`src/sv/u8cp_pkg.sv`:
```
// u8cp_pkg: shared types and constants for the utf-8 to code point decoder
// used by u8cp_step and utf8_to_codepoint_decoder_top; no dependencies
`default_nettype none

package u8cp_pkg;

    // sequence phase: how many continuation bytes are still expected
    typedef enum logic [1:0] {
        PH_IDLE = 2'd0,
        PH_ONE  = 2'd1,
        PH_TWO  = 2'd2
    } phase_t;

    // byte class boundaries and payload masks
    localparam logic [7:0] LIM_ASCII = 8'h80;
    localparam logic [7:0] LIM_CONT  = 8'hC0;
    localparam logic [7:0] LIM_LEAD2 = 8'hE0;
    localparam logic [7:0] LIM_LEAD3 = 8'hF0;
    localparam logic [7:0] MASK_LEAD2 = 8'h1F;
    localparam logic [7:0] MASK_LEAD3 = 8'h0F;
    localparam logic [7:0] MASK_CONT  = 8'h3F;

    // decoder state carried from one byte to the next
    typedef struct packed {
        phase_t      phase;
        logic [15:0] partial;
    } dec_state_t;

    // outcome of one byte: next state and an optional code point
    typedef struct packed {
        dec_state_t  state;
        logic        emit;
        logic [15:0] code_point;
    } step_result_t;

endpackage

`default_nettype wire

```
`src/sv/utf8_to_codepoint_decoder_top.sv`:
```
// utf8_to_codepoint_decoder_top: input register, decode step and result register
// depends on u8cp_pkg and u8cp_step
//
//  channel | ports                          | direction | width
//  input   | s_valid, s_ready, s_byte_in    | in        | 8
//  result  | m_valid, m_ready, m_code_point | out       | 16
//
// one byte per cycle sustained while the result slot is free; a byte taken sits in the input register,
// and the decode step writes its result from there into the result register, which drives m_valid.
// aresetn is synchronous and active low; it clears both valid flags and the state.
// a stall on m_ready holds the result; the input register drains bytes, also those
// that make no result, only once the result slot is free, so s_ready can drop while m_ready is low.
`default_nettype none

module utf8_to_codepoint_decoder_top (
    input  wire logic        aclk,
    input  wire logic        aresetn,
    input  wire logic        s_valid,
    output logic             s_ready,
    input  wire logic [7:0]  s_byte_in,
    output logic             m_valid,
    input  wire logic        m_ready,
    output logic [15:0]      m_code_point
);

    logic                   in_valid_reg;
    logic [7:0]             in_byte_reg;
    u8cp_pkg::dec_state_t   state_reg;
    logic                   out_valid_reg;
    logic [15:0]            out_cp_reg;

    logic                   out_free;
    logic                   fire;
    u8cp_pkg::step_result_t step_res;

    // handshake control
    assign out_free = !out_valid_reg || m_ready;
    assign fire     = in_valid_reg && out_free;
    assign s_ready  = !in_valid_reg || fire;

    // decode step
    u8cp_step u_step (
        .cur      (state_reg),
        .byte_val (in_byte_reg),
        .res      (step_res)
    );

    // input register
    always_ff @(posedge aclk) begin
        if (!aresetn) begin
            in_valid_reg <= 1'b0;
        end else if (s_ready) begin
            in_valid_reg <= s_valid;
        end
        if (s_ready && s_valid) begin
            in_byte_reg <= s_byte_in;
        end
    end

    // decoder state
    always_ff @(posedge aclk) begin
        if (!aresetn) begin
            state_reg.phase   <= u8cp_pkg::PH_IDLE;
            state_reg.partial <= 16'h0000;
        end else if (fire) begin
            state_reg <= step_res.state;
        end
    end

    // result register
    always_ff @(posedge aclk) begin
        if (!aresetn) begin
            out_valid_reg <= 1'b0;
        end else if (out_free) begin
            out_valid_reg <= fire && step_res.emit;
        end
        if (fire && step_res.emit) begin
            out_cp_reg <= step_res.code_point;
        end
    end

    assign m_valid      = out_valid_reg;
    assign m_code_point = out_cp_reg;

endmodule

`default_nettype wire

```
`src/sv/u8cp_step.sv`:
```
// u8cp_step: combinational decode of one utf-8 byte against the held state
// depends on u8cp_pkg
`default_nettype none

module u8cp_step (
    input  wire u8cp_pkg::dec_state_t   cur,
    input  wire logic [7:0]             byte_val,
    output u8cp_pkg::step_result_t      res
);

    logic                 is_cont;
    logic                 seq_open;
    u8cp_pkg::step_result_t fresh;

    assign is_cont  = (byte_val >= u8cp_pkg::LIM_ASCII) && (byte_val < u8cp_pkg::LIM_CONT);
    assign seq_open = (cur.phase == u8cp_pkg::PH_ONE) || (cur.phase == u8cp_pkg::PH_TWO);

    // handling of a byte as a lead, starting from idle
    always_comb begin
        fresh.state.phase   = u8cp_pkg::PH_IDLE;
        fresh.state.partial = seq_open ? 16'h0000 : cur.partial;
        fresh.emit          = 1'b0;
        fresh.code_point    = {8'h00, byte_val};
        if (byte_val < u8cp_pkg::LIM_ASCII) begin
            fresh.emit          = 1'b1;
            fresh.state.partial = 16'h0000;
        end else if (byte_val < u8cp_pkg::LIM_CONT) begin
            // stray continuation, dropped
            fresh.emit = 1'b0;
        end else if (byte_val < u8cp_pkg::LIM_LEAD2) begin
            fresh.state.phase   = u8cp_pkg::PH_ONE;
            fresh.state.partial = {5'd0, byte_val[4:0] & u8cp_pkg::MASK_LEAD2[4:0], 6'd0};
        end else if (byte_val < u8cp_pkg::LIM_LEAD3) begin
            fresh.state.phase   = u8cp_pkg::PH_TWO;
            fresh.state.partial = {byte_val[3:0] & u8cp_pkg::MASK_LEAD3[3:0], 12'd0};
        end else begin
            // four-byte and invalid leads, dropped
            fresh.state.partial = 16'h0000;
        end
    end

    // continuation into an open sequence, else restart as a lead
    always_comb begin
        res = fresh;
        if (seq_open && is_cont) begin
            case (cur.phase)
                u8cp_pkg::PH_TWO: begin
                    res.state.phase   = u8cp_pkg::PH_ONE;
                    res.state.partial = cur.partial |
                        {4'd0, byte_val[5:0] & u8cp_pkg::MASK_CONT[5:0], 6'd0};
                    res.emit          = 1'b0;
                    res.code_point    = 16'h0000;
                end
                default: begin
                    res.state.phase   = u8cp_pkg::PH_IDLE;
                    res.state.partial = 16'h0000;
                    res.emit          = 1'b1;
                    res.code_point    = cur.partial |
                        {10'd0, byte_val[5:0] & u8cp_pkg::MASK_CONT[5:0]};
                end
            endcase
        end
    end

endmodule

`default_nettype wire
```
`config.mk`:
```
export PLATFORM = sky130hd
export DESIGN_NAME = utf8_to_codepoint_decoder_top
export DESIGN_NICKNAME = d
export VERILOG_FILES = /design/src/sv/u8cp_pkg.sv /design/src/sv/utf8_to_codepoint_decoder_top.sv /design/src/sv/u8cp_step.sv
export SDC_FILE = /design/constraint.sdc
export NUM_CORES = 1
export LEC_CHECK = 0
export BUFFER_PORTS_ARGS = -buffer_cell sky130_fd_sc_hd__clkbuf_2
export CAP_MARGIN = 25
export CORE_MARGIN = 8
export CORE_UTILIZATION = 25
export CTS_BUF_LIST = sky130_fd_sc_hd__clkbuf_16
export CTS_CLUSTER_DIAMETER = 200
export DETAILED_ROUTE_END_ITERATION = 7
export GPL_ROUTABILITY_DRIVEN = 1
export PLACE_DENSITY = 0.52
export SLEW_MARGIN = 20
export SYNTH_ARGS = -nofsm -noshare
export SYNTH_HDL_FRONTEND = slang
export SYNTH_HIERARCHICAL = 1
export SYNTH_SLANG_ARGS = --single-unit
```
`constraint.sdc`:
```
create_clock -name aclk -period 2.8 [get_ports aclk]
set_input_delay 0.56 -clock aclk [delete_from_list [all_inputs] [get_ports aclk]]
set_output_delay 0.56 -clock aclk [all_outputs]
set_load 0.05 [all_outputs]
```
# After elaboration in Yosys (flattened, before gate mapping)
# Index checks and enable logic that the tools add are counted.
# W data, S select, Z words.
[totals] elab_cells=39 reg_bits=44 output_inout_bits=18 in_bits=12
[classes] n_eq_ne=3 magnitude_cmp=5 muxes=9 n_bitwise=3 n_reduce_logical=12
[op_table] operator="$mux W18" count=2
[op_table] operator="$mux W35" count=1
[op_table] operator="$mux W34" count=1
[op_table] operator="$lt A8 B8 Y1 const B" count=4
[op_table] operator="$mux W16" count=2
[op_table] operator="$mux W17" count=1
[op_table] operator="$or A16 B12 Y16" count=1
[op_table] operator="$or A16 B6 Y16" count=1
[op_table] operator="$ge A8 B8 Y1 const B" count=1
[op_table] operator="$logic_and A1 B1 Y1" count=5
[op_table] operator="$mux W2" count=2
[op_table] operator="$ne A4 B3 Y1 const B" count=1
[op_table] operator="$logic_or A1 B1 Y1" count=3
[op_table] operator="$eq A2 B1 Y1 const B" count=1
[op_table] operator="$eq A2 B2 Y1 const B" count=1
[op_table] operator="$logic_not A1 Y1" count=2
[op_table] operator="$reduce_and A2 Y1" count=1
[op_table] operator="$reduce_or A2 Y1" count=1
[op_table] operator="$not A1 Y1" count=1

# Longest topological paths before layout
[logic_depth] word_depth=7 mapped_depth=8 ltp_nobuf=7

# Cells and area by module
# Netlist, hierarchy kept.
[modules_own_cells] module="utf8_to_codepoint_decoder_top" instances=1 cells_per_inst=114 area_each_um2=1544.0 seq_area_each_um2=1121.1
[modules_own_cells] module="u8cp_step" instances=1 cells_per_inst=53 area_each_um2=361.6 seq_area_each_um2=0.0

# Least setup slack after synthesis
# Ideal clock, no wire load.
[synth_timing] path_type="reg-to-reg" start="reg state_reg[16] (netlist name)" end="reg out_cp_reg[0], in the netlist m_code_point[0], enable pin" stages_incl_launch_ff=7 path_slack_ps=480 required_time_ps=2412 n_path_buf=0 synth_period_minus_slack_ps=2320 t_arrival_ps=1932 setup_time_ps=388 cell_sequence="dfxtp_1 inv_1 ha_1 nor3_2 nand2b_1 nand2_1 nor2_1"
[synth_lines] element="from (decl)" line="utf8_to_codepoint_decoder_top.sv:28" source="u8cp_pkg::dec_state_t state_reg;"
[synth_lines] element="from (signal assigned)" line="utf8_to_codepoint_decoder_top.sv:66" source="state_reg <= step_res.state;"
[synth_lines] element="to (signal assigned)" line="utf8_to_codepoint_decoder_top.sv:78" source="out_cp_reg <= step_res.code_point;"
[synth_lines] element="to (decl)" line="utf8_to_codepoint_decoder_top.sv:30" source="logic [15:0] out_cp_reg;"

==> flow_metrics.tcl <==
set metrics [dict create \
    antenna_left 0 \
    path_buf_inv 3 \
    antenna_found_initial 0 \
    power_frac_seq_pct 51.4 \
    finalHoldViolations 0 \
    coreArea_um2 7570 \
    fin_crit_ns 2.21 \
    port_buffers 29 \
    finalSetupViolCount 0 \
    cts_num_sinks 44 \
    post_drt_wl_per_cell_um 13.4 \
    design_area_um2 2300 \
    ys_types 26 \
    synth_seq_cells 44 \
    max_stage_delay_ns 0.36 \
    leakagePower_nw 0.855 \
    start_kind "flop" \
    viasPerCell 4.10 \
    hpwlAfterDp_mm 2.82 \
    final_nets 212 \
    cts_tree "yes" \
    rsz0062_at_grt "no" \
    cts_hold_buf 0 \
    pre_cts_ws_ns 0.563 \
    drt_iter0_drc 75 \
    fill_cells 788 \
    crit_chain "inv_1 -> ha_1 -> nor3_2 -> buf_4 -> nand2b_1 -> nand2_1 -> nor2_1 -> buf_4" \
    holdWs_ns 0.449 \
    finalSetupTns_ns 0 \
    start_util_pct 25.2 \
    p_clk_share_pct 42.0 \
    crit_family "simple AND/OR/NAND/NOR gates" \
    hold_class "primary input to flop" \
    cts-buffers-inserted 5 \
    synth_seq_area_share_pct 58.8 \
    drive_gt1_share_pct 23.5 \
    power_frac_comb_pct 6.6 \
    dr.pass1.iters 4 \
    fp.dieH_um 103 \
    crit_required_ns 2.78 \
    worstPathArrival_ns 2.19 \
    pin_count 30 \
    drt_wl_total_mm 4.05 \
    grt_max_degree 39 \
    fp-row-count 32 \
    ys_warn_count 6 \
    status "finished clean" \
    die_area_um2 10700 \
    powerDensity_nw_per_um2 599 \
    synth_fp_nets 180 \
    netlist_instances 167 \
    synth_area_leaders "edfxtp_1 38%, dfxtp_1 21%, mux2i_1 9.5%" \
    grt_overflow 0 \
    htreeDepth 2 \
    dp_cells 294 \
    worstMarginPinSlew_ns 0.737 \
    fin_ws_ns 0.593 \
    cts-root-buf "clkbuf_16" \
    grt_first_pass_wirelength_mm 6.47 \
    syn_area_um2 1910 \
    cts_buffer_depth 2 \
    timing.fmax_mhz 453 \
    grt_pass1_vias 1266 \
    yosysTopAreaCell "edfxtp_1" \
    syn_area_per_cell_um2 11.4 \
    async_flop_share_pct 0 \
    insertedDiodeCount 0 \
    layout.cells.non_filler 302 \
    crit_fanout 12 \
    syn2layout_area_growth_pct 20.8 \
    finClkSkew_ns 0.00771 \
    peakVddDrop_uv 221 \
    internal_power_mw 1.06 \
    vias 1239 \
    netlist.area_leader.share_pct 37.8 \
    finalPower_mw 1.38 \
    gp_congestion 0.727 \
    maxCapViolCount 0 \
    post-cts-setup-buffers 0 \
    critical_path_class "flop to flop" \
    post-route-period-util_pct 78.8 \
    netSwitchingFraction_pct 23.4 \
    relSlewSlack_pct 50.8 \
    insertion_delay_ns 0.29 \
    synth_enable_flop_cells 24 \
    drc_errors 0 \
    cts-resized-gates 0 \
    post-route-util_pct 30.4 \
    cp_common_cell "buf_4" \
    path_clk_slew_ns 0.06 \
    ys.flop_type "edfxtp_1" \
    cp-end-kind "flop" \
    place_area_um2 2150 \
    grt_util_all_layers_pct 8.33 \
    largest_register_ffs 18 \
    drv_slew 0 \
    dieWidth_um 103 \
    p_switching_mw 0.322 \
    crit_slowest_cell "ha_1" \
]
power by group through the flow:
| stage | Clock, mW | Combinational (mW) | Sequential [mW] |
|---|---|---|---|
| 2_1_floorplan | 0 | 0.0511 | 0.738 |
| 3_3_place_gp | 0 | 0.0915 | 0.724 |
| 3_5_place_dp | 0 | 0.0923 | 0.724 |
| 4_1_cts | 0.601 | 0.0923 | 0.709 |
| 5_1_grt | 0.630 | 0.0984 | 0.711 |
| 6_report | 0.579 | 0.0908 | 0.709 |
metal layers:
metal	routed length [um]	up-vias	GRT usage, %
li1	-	640	-
met1	1970	569	10.2
met2	1770	23	12.6
met3	217	7	2.54
met4	87	0	5.01
met5	0	-	0
layout by cell type (no fill, tap or decap):
cell and n:
nand2_1 39, clkbuf_2 29, edfxtp_1 24, dfxtp_1 20, mux2i_1 18, and2_1 15
a22o_1 10, nor2_1 8, a21oi_1 8, clkbuf_16 5, buf_4 4, nor2b_1 3
clkinvlp_4 2, nand2b_1 2, nor2b_4 1, nor2b_2 1, clkinv_4 1, inv_1 1
nor4bb_1 1, o21bai_4 1, nor3b_2 1, nor2_2 1, nor3_2 1, o31a_1 1
a21o_1 1, nor3b_1 1, ha_1 1
layout make-up:
type	count	area, um^2	share of cell area [%]
Sequential cell	44	1120	48.7
Multi-Input combinational cell	114	726	31.5
Timing Repair Buffer	33	175	7.61
Tap cell	102	128	5.54
Clock buffer	5	125	5.43
Clock inverter	3	23.8	1.03
Inverter	1	3.75	0.163
cells in the mapped netlist (2+ instances only):
cell,instances
nand2b_1,2
edfxtp_1,24
mux2i_1,18
dfxtp_1,20
a22o_1,10
a21oi_1,8
nand2_1,39
nor2_1,8
buf_2,5
and2_1,15
nor2b_1,3
worst paths after layout:
path	depth (start not counted)	end	start	slack, ns
setup / recovery	8	m_code_point[1]	state_reg[16]	0.59
hold / removal	1	in_byte_reg[2]	s_byte_in[2]	0.45
setup reg to reg	8	m_code_point[1]	state_reg[16]	0.59
hold reg to reg	2	state_reg[16]	state_reg[16]	0.45
logic make-up (layout without fill, tap and decap cells):
family	after synthesis	after routing	share of synthesized area, %
AOI/OAI and AO/OA	21	21	8.54
buffers and inverters	9	42	3.09
muxes	18	18	9.45
adders and majority gates	1	1	0.656
DFF	44	44	58.8
and+or+nand+nor	74	74	19.4
Power figures use the tool's default switching activity.
